==> src/sv/tlblff_pkg.sv <==
// ----------------------------------------------------------------------------
// tlblff_pkg
// shared constants for the fifo-fill tlb: request codes and field widths
// ----------------------------------------------------------------------------
package tlblff_pkg;

    localparam int ADDR_W = 32;
    localparam int DATE_W = 32;

    // request codes carried on the action port
    localparam logic ACTION_LOOKUP = 1'b0;
    localparam logic ACTION_FILL   = 1'b1;

endpackage

==> src/sv/tlblff_ram.sv <==
// ----------------------------------------------------------------------------
// tlblff_ram
// generic single-write, single-read ram with registered read data
// ----------------------------------------------------------------------------
module tlblff_ram #(
    parameter int WIDTH = 8,
    parameter int DEPTH = 8
) (
    input  logic                     clk,
    input  logic                     we,
    input  logic [$clog2(DEPTH)-1:0] waddr,
    input  logic [WIDTH-1:0]         wdata,
    input  logic [$clog2(DEPTH)-1:0] raddr,
    output logic [WIDTH-1:0]         rdata
);

    logic [WIDTH-1:0] mem [DEPTH];

    always_ff @(posedge clk)
    begin
        if (we)
        begin
            mem[waddr] <= wdata;
        end
        rdata <= mem[raddr];
    end

endmodule

==> src/sv/tlb_lookup_fifo_fill_top.sv <==
// ----------------------------------------------------------------------------
// tlb_lookup_fifo_fill_top
// fully associative tlb with first-in first-out replacement
// ----------------------------------------------------------------------------
// a lookup scans the entries from entry 0, one ram read per entry scanned,
//   stopping at the first matching entry or after the last entry
// a fill with a free entry writes at once, with no scan; a fill into a full tlb
//   scans every entry for the oldest creation date and replaces that entry
// a new request may start in the cycle that done is high; done cannot stall
// reset clears the valid bits and the sequencer; entry contents stay unknown
// ----------------------------------------------------------------------------
module tlb_lookup_fifo_fill_top #(
    parameter int TLB_ENTRIES      = 8,
    parameter int PAGE_OFFSET_BITS = 12
) (
    input  logic        clk,
    input  logic        rst_n,
    input  logic        start,
    output logic        busy,
    input  logic        action,
    input  logic [31:0] virtual_address,
    input  logic [31:0] fill_physical_address,
    input  logic [31:0] request_date,
    output logic        done,
    output logic        hit,
    output logic [31:0] physical_address
);

    localparam int ADDR_W  = tlblff_pkg::ADDR_W;
    localparam int DATE_W  = tlblff_pkg::DATE_W;
    localparam int PAGE_W  = ADDR_W - PAGE_OFFSET_BITS;
    localparam int IDX_W   = $clog2(TLB_ENTRIES);
    localparam int ENTRY_W = 2 * PAGE_W + DATE_W;
    localparam logic [IDX_W-1:0] LAST_IDX = IDX_W'(TLB_ENTRIES - 1);

    typedef enum logic {
        ST_IDLE,
        ST_SCAN
    } state_t;

    // sequencer and result registers
    state_t                     state_reg, state_next;
    logic [IDX_W-1:0]           idx_reg, idx_next;
    logic [IDX_W-1:0]           tgt_reg, tgt_next;
    logic [DATE_W-1:0]          min_reg, min_next;
    logic [TLB_ENTRIES-1:0]     valid_reg, valid_next;
    logic                       done_reg, done_next;
    logic                       hit_reg, hit_next;
    logic [ADDR_W-1:0]          pa_reg, pa_next;

    // request held for the duration of a scan
    logic                       act_reg;
    logic [PAGE_W-1:0]          page_reg;
    logic [PAGE_W-1:0]          frame_reg;
    logic [PAGE_OFFSET_BITS-1:0] offset_reg;
    logic [DATE_W-1:0]          date_reg;

    // entry store: {page, frame, created} per entry
    logic                       ram_we;
    logic [IDX_W-1:0]           ram_waddr;
    logic [ENTRY_W-1:0]         ram_wdata;
    logic [IDX_W-1:0]           ram_raddr;
    logic [ENTRY_W-1:0]         ram_rdata;

    logic [PAGE_W-1:0]          rd_page;
    logic [PAGE_W-1:0]          rd_frame;
    logic [DATE_W-1:0]          rd_created;

    logic                       has_free;
    logic [IDX_W-1:0]           free_idx;
    logic                       older;
    logic [IDX_W-1:0]           sel_tgt;
    logic                       accept;

    tlblff_ram #(
        .WIDTH (ENTRY_W),
        .DEPTH (TLB_ENTRIES)
    ) u_entry_ram (
        .clk   (clk),
        .we    (ram_we),
        .waddr (ram_waddr),
        .wdata (ram_wdata),
        .raddr (ram_raddr),
        .rdata (ram_rdata)
    );

    assign rd_page    = ram_rdata[ENTRY_W-1 -: PAGE_W];
    assign rd_frame   = ram_rdata[DATE_W +: PAGE_W];
    assign rd_created = ram_rdata[DATE_W-1:0];

    assign accept = start && !busy;

    // first invalid entry, lowest index wins
    assign has_free = ~&valid_reg;

    always_comb
    begin
        free_idx = '0;
        for (int i = TLB_ENTRIES - 1; i >= 0; i--)
        begin
            if (!valid_reg[i])
            begin
                free_idx = IDX_W'(i);
            end
        end
    end

    // oldest-entry tracking: entry 0 seeds, strict less keeps the lowest index on ties
    assign older   = (idx_reg == '0) || (rd_created < min_reg);
    assign sel_tgt = older ? idx_reg : tgt_reg;

    always_comb
    begin
        state_next = state_reg;
        idx_next   = idx_reg;
        tgt_next   = tgt_reg;
        min_next   = min_reg;
        valid_next = valid_reg;
        done_next  = 1'b0;
        hit_next   = 1'b0;
        pa_next    = '0;
        ram_we     = 1'b0;
        ram_waddr  = free_idx;
        ram_wdata  = {page_reg, frame_reg, date_reg};
        ram_raddr  = '0;

        unique case (state_reg)
            ST_IDLE:
            begin
                // entry 0 is read here so its data meets the first scan cycle
                if (accept)
                begin
                    idx_next = '0;
                    if (action == tlblff_pkg::ACTION_FILL && has_free)
                    begin
                        // free slot known at once: write straight from the ports
                        ram_we     = 1'b1;
                        ram_waddr  = free_idx;
                        ram_wdata  = {virtual_address[ADDR_W-1 -: PAGE_W],
                                      fill_physical_address[ADDR_W-1 -: PAGE_W],
                                      request_date};
                        valid_next[free_idx] = 1'b1;
                        done_next  = 1'b1;
                    end
                    else
                    begin
                        state_next = ST_SCAN;
                    end
                end
            end

            ST_SCAN:
            begin
                // read ahead to the next entry; the wrap after the last is harmless
                ram_raddr = idx_reg + IDX_W'(1);
                if (act_reg == tlblff_pkg::ACTION_LOOKUP)
                begin
                    if (valid_reg[idx_reg] && rd_page == page_reg)
                    begin
                        done_next  = 1'b1;
                        hit_next   = 1'b1;
                        pa_next    = {rd_frame, offset_reg};
                        state_next = ST_IDLE;
                    end
                    else if (idx_reg == LAST_IDX)
                    begin
                        done_next  = 1'b1;
                        state_next = ST_IDLE;
                    end
                    else
                    begin
                        idx_next = idx_reg + IDX_W'(1);
                    end
                end
                else
                begin
                    // full tlb: every entry is valid, look for the oldest
                    if (older)
                    begin
                        min_next = rd_created;
                        tgt_next = idx_reg;
                    end
                    if (idx_reg == LAST_IDX)
                    begin
                        ram_we     = 1'b1;
                        ram_waddr  = sel_tgt;
                        valid_next[sel_tgt] = 1'b1;
                        done_next  = 1'b1;
                        state_next = ST_IDLE;
                    end
                    else
                    begin
                        idx_next = idx_reg + IDX_W'(1);
                    end
                end
            end

            default:
            begin
                state_next = ST_IDLE;
            end
        endcase
    end

    always_ff @(posedge clk or negedge rst_n)
    begin
        if (!rst_n)
        begin
            state_reg <= ST_IDLE;
            idx_reg   <= '0;
            tgt_reg   <= '0;
            min_reg   <= '0;
            valid_reg <= '0;
            done_reg  <= 1'b0;
            hit_reg   <= 1'b0;
            pa_reg    <= '0;
        end
        else
        begin
            state_reg <= state_next;
            idx_reg   <= idx_next;
            tgt_reg   <= tgt_next;
            min_reg   <= min_next;
            valid_reg <= valid_next;
            done_reg  <= done_next;
            hit_reg   <= hit_next;
            pa_reg    <= pa_next;
        end
    end

    // request capture on every accepted transfer
    always_ff @(posedge clk)
    begin
        if (accept)
        begin
            act_reg    <= action;
            page_reg   <= virtual_address[ADDR_W-1 -: PAGE_W];
            frame_reg  <= fill_physical_address[ADDR_W-1 -: PAGE_W];
            offset_reg <= virtual_address[PAGE_OFFSET_BITS-1:0];
            date_reg   <= request_date;
        end
    end

    assign busy             = (state_reg != ST_IDLE);
    assign done             = done_reg;
    assign hit              = hit_reg;
    assign physical_address = pa_reg;

endmodule

==> config.mk <==
export PLATFORM = sky130hd
export DESIGN_NAME = tlb_lookup_fifo_fill_top
export DESIGN_NICKNAME = d
export VERILOG_FILES = /design/src/sv/tlblff_pkg.sv /design/src/sv/tlblff_ram.sv /design/src/sv/tlb_lookup_fifo_fill_top.sv
export SDC_FILE = /design/constraint.sdc
export NUM_CORES = 1
export LEC_CHECK = 0
export ABC_CLOCK_PERIOD_IN_PS = 16200
export BUFFER_PORTS_ARGS = -buffer_cell sky130_fd_sc_hd__buf_2
export CORE_ASPECT_RATIO = 2
export CORE_MARGIN = 1.5
export CORE_UTILIZATION = 35
export DETAILED_ROUTE_END_ITERATION = 10
export HOLD_SLACK_MARGIN = 0.02
export SYNTH_ARGS = -nofsm -noshare
export SYNTH_HDL_FRONTEND = slang
export SYNTH_SLANG_ARGS = --single-unit
==> constraint.sdc <==
create_clock -name clk -period 16.2 [get_ports clk]
set_input_delay 1.62 -clock clk [delete_from_list [all_inputs] [get_ports clk]]
set_output_delay 1.62 -clock clk [all_outputs]
set_load 0.05 [all_outputs]
# == Word level (Yosys, flattened, before mapping) ==
# Memories as Yosys holds them, arrays and structs flattened. A register that Yosys moved wholly into a read port is not among the register bits.
# Cells that the tools add are included.
# classes
n_addsub,1
multipliers,0
div_mod_pow,0
magnitude_cmp,6
n_eq_ne,7
n_shift,0
n_mux,54
bitwise_logic,3
reduce_logical,14
# ops
cell,n
two-way mux 72 bit,3
two-way mux 32 bit,3
two-way mux 3 bit,16
< comparator 32 bit,1
two-way mux 8 bit,4
== test 20 bit,1
two-way mux 1 bit,19
bitwise OR 8 bit,2
one-hot mux 8 bit (2 select lines),1
"< comparator 3 x 4 -> 1 bit, second input constant",3
one-hot mux 3 bit (2 select lines),2
AND reduction 8 bit,1
demux 1 bit (select 3 bit),2
"greater-or-equal comparator 3 x 1 -> 1 bit, second input constant",2
one-hot mux 1 bit (2 select lines),3
logical AND 1 bit,5
"inequality test 2 x 1 -> 1 bit, second input constant",2
"inequality test 2 bit, second input constant",2
AND reduction 2 bit,2
AND reduction 4 bit,1
"adder 3 x 1 -> 3 bit, second input constant",1
binary-select mux 1 bit (select 3 bit),1
"== test 3 bit, second input constant",1
zero test 3 bit,1
other kinds (5),6
# totals
ff_bits,166
latchBits,0
ram_bits,576
romBits,0
word_cells,99
n_memories,1
# memory_table
name,depth,word_bits,read_ports,rd_ports_with_merged_regs,wr,line_no,text
u_entry_ram.mem,8,72,1,1,1,tlblff_ram.sv:17,logic [WIDTH-1:0] mem [DEPTH];

# == Logic depth before layout (Yosys ltp) ==
# Gate-level depths: netlist of run 1.
# logic_depth
word_depth,16
mapped_depth,11
mapped_depth_nobuf,9

# == Hierarchy ==
# A second synthesis of run 1 with hierarchy kept.
# hier_totals
hier_cells,1665
hier_area_um2,31187.4
# modules_own_cells
module,n_inst,cells_each,area_each_um2,seq_area_each_um2
tlblff_ram,1,917,23368.7,18738.0
tlb_lookup_fifo_fill_top,1,748,7818.7,4579.4

# == Worst setup path after synthesis of run 1 ==
# OpenSTA, ideal clock, no wires.
# synth_timing
path_kind,in2reg
start,input start
end,"memory u_entry_ram.mem[1][0] (netlist bit), enable pin"
arrival_ns,7.299
path_slack_ns,8.310
stages,6
n_path_buf,0
path_cell_list,nand2b_1 -> or2_2 -> inv_2 -> nand3_1 -> o211a_1 -> nor3_1
# synth_between
elab_chain_cells,5
# synth_lines
element,line_no,text
start: declaration,tlb_lookup_fifo_fill_top.sv:18,"input logic start,"
logical AND 1 bit,tlb_lookup_fifo_fill_top.sv:91,assign accept = start && !busy;
two-way mux 1 bit,tlb_lookup_fifo_fill_top.sv:131,if (accept)
one-hot mux 1 bit (2 select lines),tlb_lookup_fifo_fill_top.sv:127,unique case (state_reg)
two-way mux 1 bit,tlblff_ram.sv:21,if (we)
two-way mux 1 bit (implied by the code),tlblff_ram.sv:23,mem[waddr] <= wdata;
end: declaration,tlblff_ram.sv:17,
# Every way passes these cells.

# == Final worst setup path of run 1 ==
# layout_timing
start,register idx_reg[0]
end,"memory u_entry_ram.mem[2][16] (netlist bit), enable pin"
# layout_between
elab_chain_cells,6
# layout_lines
element,line_no,text
start: declaration,tlb_lookup_fifo_fill_top.sv:43,"logic [IDX_W-1:0] idx_reg, idx_next;"
start signal: assignment,tlb_lookup_fifo_fill_top.sv:221,idx_reg <= idx_next;
== test 3 bit / zero test 3 bit (equally long branches),"tlb_lookup_fifo_fill_top.sv:183, tlb_lookup_fifo_fill_top.sv:109",
two-way mux 1 bit / logical OR 1 bit (equally long branches),"tlb_lookup_fifo_fill_top.sv:183, tlb_lookup_fifo_fill_top.sv:109",
two-way mux 1 bit / two-way mux 3 bit (equally long branches),n/a,
one-hot mux 1 bit (2 select lines) / two-way mux 3 bit (equally long branches),"tlb_lookup_fifo_fill_top.sv:127, tlb_lookup_fifo_fill_top.sv:183",
two-way mux 1 bit / two-way mux 3 bit (equally long branches),"tlblff_ram.sv:21, tlb_lookup_fifo_fill_top.sv:156",
two-way mux 1 bit (implied by the code) / one-hot mux 3 bit (2 select lines) (equally long branches),"tlblff_ram.sv:23, tlb_lookup_fifo_fill_top.sv:127",
# Several ways; a longest one is shown, not always the timed one.

==> results of run 1 <==
-- worst register-to-register path, cell delays in order, from the launching register on --
cell and delay [ns]:
dfrtp_2 0.80, buf_4 0.83, ha_1 0.33, ha_4 0.16, nand3_1 0.19, a2111oi_1 0.57
a311oi_2 0.24, nor3_2 0.23, buf_4 0.49, buf_4 0.76
-- cell families (layout without fill, tap and decap cells) --
family / after synthesis / in the layout
flops: 814 / 814
compound gates: 274 / 274
other cells: 0 / 2
fa+ha+maj: 34 / 34
mux: 111 / 111
buf+inv: 151 / 337
xor+xnor: 20 / 20
simple gates: 392 / 392
-- routing by layer --
| layer | wire length (um) | up-vias |
|---|---|---|
| li1 | - | 7285 |
| met1 | 28600 | 8621 |
| met2 | 38300 | 503 |
| met3 | 3710 | 128 |
| met4 | 2200 | 10 |
| met5 | 69 | - |
-- cell type report --
type                    instances  area, um2
diodes                          2       5.00
clock buffers                 100       2110
clock inverters                37        558
fillers                      7673      51500
inverters                      45        171
multi-input cells             831       6750
flip-flops and latches        814      23300
well taps                    1162       1450
repair buffers                155        861
-- power groups by stage --
stage | sequential, uW | clock, uW | combinational, uW
5_1_grt | 2640 | 2010 | 2090
3_3_place_gp | 2660 | 0 | 1890
3_5_place_dp | 2670 | 0 | 1940
4_1_cts | 2630 | 1930 | 1940
2_1_floorplan | 2620 | 0 | 1400
6_report | 2630 | 1890 | 1920
-- cells in the final DEF (no fill, tap or decap), drive strengths merged, types with 3 or more instances in the layout --
cell type    n
o211a        3
xor2        13
clkinvlp     5
a21oi       16
o21ai       13
o31ai       80
buf        155
nor2         9
o211ai       3
dfxtp       72
ha          34
mux2        34
nand2      315
mux4        74
clkinv      14
dfrtp       81
nand3        4
xnor2        7
bufinv      11
a221oi     144
nor2b        3
nand4        7
nor4         4
mux2i        3
inv         52
and3        33
edfxtp     661
nor3        10
clkbuf     100
-- stage by stage --
| stage | std cells | util | instance area (um2) | hold slack, ns |
|---|---|---|---|---|
| finish | 3146 | 0.406 | 35200 | 0.473 |
| detailed placement | 3007 | 0.375 | 32600 | 0.459 |
| CTS | 3144 | 0.406 | 35200 | 0.471 |
| global placement | 3007 | 0.375 | 32600 | 0.465 |
| floorplan | 1796 | - | 30600 | 0.444 |
| global route | 3145 | 0.406 | 35200 | 0.486 |
-- path summary, 6_finish.rpt --
| path | from | end | cells after the start |
|---|---|---|---|
| max in group asynchronous | rst_n | idx_reg[0]$_DFFE_PN0P_ | 2 |
| min in group asynchronous | rst_n | min_reg[23]$_DFFE_PN0P_ | 1 |
| setup reg to reg | idx_reg[0]$_DFFE_PN0P_ | u_entry_ram.mem[2][16]$_DFFE_PP_ | 9 |
| setup / recovery | idx_reg[0]$_DFFE_PN0P_ | u_entry_ram.mem[2][16]$_DFFE_PP_ | 9 |
| hold reg to reg | u_entry_ram.rdata[33]$_DFF_P_ | physical_address[13]$_DFF_PN0_ | 1 |
| hold / removal | u_entry_ram.rdata[33]$_DFF_P_ | physical_address[13]$_DFF_PN0_ | 1 |
==> impl_metrics.ini, run 1 <==
[clocking]
post_cts_resized = 0
path_clk_slew_ns = 0.07
cts-root-buf = clkbuf_16
htreeDepth = 3
clock-sinks = 814
cts_tree = built
postCtsSetupBuffers = 0
clockBufferDepth = 3
numCtsBuffers = 74
insertion_delay_ns = 0.66
cts_hold_buf = 0

[power_and_ir_drop]
peakVddDrop_uv = 128
p_comb_frac = 0.298
power_uw = 6440
p_int_uw = 4350
seqPwrFrac = 0.408
p_leak_uw = 0.0126
power.density_mw_per_mm2 = 183
p_clk_frac = 0.294
switching_power_uw = 2080
swShare = 0.324

[final_layout]
drive_above_1_share = 0.207
largest_registers = u_entry_ram.mem x576, u_entry_ram.rdata x72
area_growth_pct = 15.2
largest_reg_flops = 576
regMostFlops = u_entry_ram.mem
nets = 2055

[logic_synthesis]
synthAdderAreaFrac = 0.0139
synth_nets = 1930
synth_top_family_by_area = compound AO/OA/AOI/OAI gates
ys_types = 55
synth-simple-area-share = 0.0539
yosysTopAreaCell = edfxtp_1
synth-compound-area-share = 0.0726
yosys_warnings = 0
yosysSeqAreaShare = 0.762
synth_ff_type = edfxtp_1
synth_xor_area_frac = 0.00573
yosysMostFrequentCell = edfxtp_1
netlist_instances = 1796
ys_ff_latch = 814
synthArstFlopShare = 0.0995
synth.area.mux_share = 0.0717
synth.avg_cell_area_um2 = 17.0
synth_top_area_share = 0.649
synth_commonest_cells = edfxtp_1, nand2_1, a221oi_1, clkbuf_1, dfrtp_1
synth_edf_count = 661
ys_top_cells_by_area = edfxtp_1, dfrtp_1, mux4_2
syn-cell-area_mm2 = 0.0306

[route]
avgViaCountPerCell = 5.26
num_vias = 16547
drc = 0
firstDrtPassIters = 5
ant_nets = 0
drt-initial-drc-count = 1448
routed_wl_um = 72900
wl_per_cell_um = 23.2

[critical_path]
path_class = flip-flop to flip-flop
crit_path_max_incr_delay_ns = 0.83
crit_chain = buf_4, ha_1, ha_4, nand3_1, a2111oi_1, a311oi_2, nor3_2, buf_4, buf_4
endpoint_kind = flip-flop
critPathTopFamily = buffers and inverters
worstSetupStartpointType = flip-flop
cp_max_fo = 55
worst_path_max_delay_cell = buf_4
critPathBufInv = 3
path_common_cell = buf_4
rrSetupSlack_ns = 11.19
cp.required_ns = 16.47
critical_path_arrival_ns = 5.28

[flow_run]
maxCapViolCount = 0

[outcome]
status = completed

[placement]
place.gp.congestion = 0.732
dp_hpwl_um = 39700
dp_slack_ns = 11.17
port_buffers = 122

[die]
start_util = 0.353
die-area_mm2 = 0.0893
core_mm2 = 0.0867
io_pins = 135
die_w_um = 212
num_rows = 153
fp.dieH_um = 421

[timing]
setup_viol = 0
fin_crit_sh = 0.309
worst_slew_pin_slew_ns = 1.01
hold_violations = 0
slew_viol_final = 0
skew_ns = 0.0205
max_freq_mhz = 200
relSlewSlack = 0.325
post-route-min-period_ns = 5.01
rsz0062_at_grt = no
setup_ws_ns = 11.19
fin_setup_tns_ns = 0

[global_routing]
grt_max_degree = 67
grt_util_met2 = 0.296
gr-total-overflow = 0
top_usage_layer = met2
grt_use_met1 = 0.197
grt_usage = 0.166
grt_pass1_vias = 17712
grt_pass1_wl_um = 110000
grt_antenna_before_repair = 8
grt_use_met3 = 0.0278

[min_path]
min_path_type = flip-flop to flip-flop
Note: power is estimated with default switching activity, not from simulation.
==> run 2, diff against run 1 <==
ABC_CLOCK_PERIOD_IN_PS = 4800   (was 16200)
clock period = 4.8 ns   (was 16.2 ns; I/O delays follow)
==> impl_metrics.ini, run 2 (synthesis gave the netlist of run 1 again) <==
[die]
die-area_mm2 = 0.0893
fp.dieH_um = 421
io_pins = 135
core_mm2 = 0.0867
start_util = 0.353
num_rows = 153
die_w_um = 212

[global_routing]
grt_max_degree = 88
grt_antenna_before_repair = 5
grt_pass1_vias = 18051
grt_usage = 0.165
grt_pass1_wl_um = 110000
gr-total-overflow = 0

[critical_path]
critical_path_arrival_ns = 4.08
r2r-end = u_entry_ram.mem[7][52]$_DFFE_PP_
cp_max_fo = 31
worstRegToRegCells = 10
worstSetupStartpointType = flip-flop
endpoint_kind = flip-flop
cp.required_ns = 5.07
path_class = flip-flop to flip-flop
rrSetupSlack_ns = 0.99
regToRegStartpoint = min_reg[31]$_DFFE_PN0P_

[outcome]
status = completed

[final_layout]
area_growth_pct = 18.3
layout_common_cells = edfxtp_1, nand2_1, a221oi_1
fillers = 7711
nets = 2144
largest_registers = u_entry_ram.mem x576, u_entry_ram.rdata x72
largest_reg_flops = 576
regMostFlops = u_entry_ram.mem
final_common_cell = edfxtp_1
drive_above_1_share = 0.202

[flow_run]
maxCapViolCount = 0

[clocking]
cts_tree = built
numCtsBuffers = 70
insertion_delay_ns = 0.64
path_clk_slew_ns = 0.07
post_cts_resized = 0
clock-sinks = 814
clockBufferDepth = 3
htreeDepth = 3
cts-root-buf = clkbuf_16
postCtsSetupBuffers = 0

[timing]
fin_crit_sh = 0.794
max_freq_mhz = 262
worst_slew_pin_slew_ns = 1.20
post-route-min-period_ns = 3.81
rsz0062_at_grt = no
setup_ws_ns = 0.989
relSlewSlack = 0.202
slew_viol_final = 0
fin_setup_tns_ns = 0
setup_viol = 0
skew_ns = 0.0202
hold_violations = 0

[power_and_ir_drop]
p_int_uw = 14700
p_leak_uw = 0.0130
peakVddDrop_uv = 511
swShare = 0.324
p_comb_frac = 0.311
switching_power_uw = 7020
seqPwrFrac = 0.406
power.density_mw_per_mm2 = 600
p_clk_frac = 0.283

[route]
wl_per_cell_um = 22.3
routed_wl_um = 72100
drc = 0
avgViaCountPerCell = 5.17
ant_nets = 0
num_vias = 16717
drt-initial-drc-count = 1233
firstDrtPassIters = 5

[min_path]
min_path_type = input port to flip-flop
hold_depth = 1
hold_end = date_reg[4]$_DFFE_PP_
min_from = request_date[4]

[placement]
port_buffers = 122
place.gp.congestion = 0.779
dp_slack_ns = 0.973
dp_hpwl_um = 40100
==> run 2: cell count changes in the layout (fill, tap and decap cells not counted), sizes merged <==
cell,before,now
dlygate4sd3,0,80
buf,155,168
clkbuf,100,88
clkinv,14,21
inv,52,49
clkinvlp,5,6
diode,2,3
==> run 2: metrics by stage <==
step           cells  total power (uW)  instance area [um2]  hold WS (ns)  utilization
3_5_place_dp    3020             15800                32800         0.462        0.379
6_report        3233             21700                36200        0.0755        0.417
4_1_cts         3230             22000                36200        0.0216        0.417
5_1_grt         3233             22800                36200        0.0511        0.417
2_1_floorplan   1796             13600                30600         0.184            -
3_3_place_gp    3020             15600                32800         0.462        0.379
==> run 2: power by group through the flow <==
stage / combinational (uW) / clock, uW / sequential (uW)
2_1_floorplan: 4730 / 0 / 8850
3_3_place_gp: 6690 / 0 / 8930
3_5_place_dp: 6800 / 0 / 8960
4_1_cts: 6880 / 6290 / 8820
5_1_grt: 7400 / 6530 / 8870
6_report: 6760 / 6140 / 8810
==> run 2: what timing repair did <==
| item | in CTS | in global routing |
|---|---|---|
| endpoints found under the hold margin | 135 | 0 |
| endpoints found under the setup margin | 0 | 0 |
| hold buffers | 80 | 0 |
==> run 2: area by class of cell <==
| cell class | instances | area (um2) | area share |
|---|---|---|---|
| diodes | 3 | 7.51 | 0.000208 |
| clock inverters | 42 | 566 | 0.0156 |
| flip-flops and latches | 814 | 23300 | 0.645 |
| clock buffers | 88 | 1960 | 0.0543 |
| multi-input cells | 831 | 6800 | 0.188 |
| well taps | 1162 | 1450 | 0.0402 |
| inverters | 45 | 171 | 0.00474 |
| repair buffers | 248 | 1900 | 0.0524 |
==> run 2: how the worst max path moves through the flow <==
stage / slack [ns] / start / cells past startpoint / end
after CTS: 0.94 / min_reg[31]$_DFFE_PN0P_ / 10 / u_entry_ram.mem[6][53]$_DFFE_PP_
final: 0.99 / min_reg[31]$_DFFE_PN0P_ / 10 / u_entry_ram.mem[7][52]$_DFFE_PP_
after floorplan: -0.79 / idx_reg[0]$_DFFE_PN0P_ / 10 / u_entry_ram.mem[2][0]$_DFFE_PP_
after detailed placement: 0.97 / min_reg[31]$_DFFE_PN0P_ / 10 / u_entry_ram.mem[6][58]$_DFFE_PP_
after global placement: 1.05 / min_reg[31]$_DFFE_PN0P_ / 10 / u_entry_ram.mem[6][55]$_DFFE_PP_
after global routing: 0.72 / min_reg[27]$_DFFE_PN0P_ / 10 / u_entry_ram.mem[7][53]$_DFFE_PP_
==> run 2: worst max-delay path, cell delays in order, from the launching register on <==
cell and delay, ns:
dfrtp_1 0.35, inv_1 0.05, ha_1 0.33, nand4_2 0.15
nor4_2 0.32, nand2_1 0.26, a21oi_1 0.36, or2_1 0.22
o211ai_1 0.47, nor3_4 0.40, buf_4 0.52
==> run 2: layer usage <==
metal  vias to the layer above  GRT usage  routed length, um
met5                         -          0                 21
met4                         4     0.0617               2210
met3                       103     0.0252               3340
met2                       440      0.301              38700
met1                      8710      0.193              27900
li1                       7460          -                  -
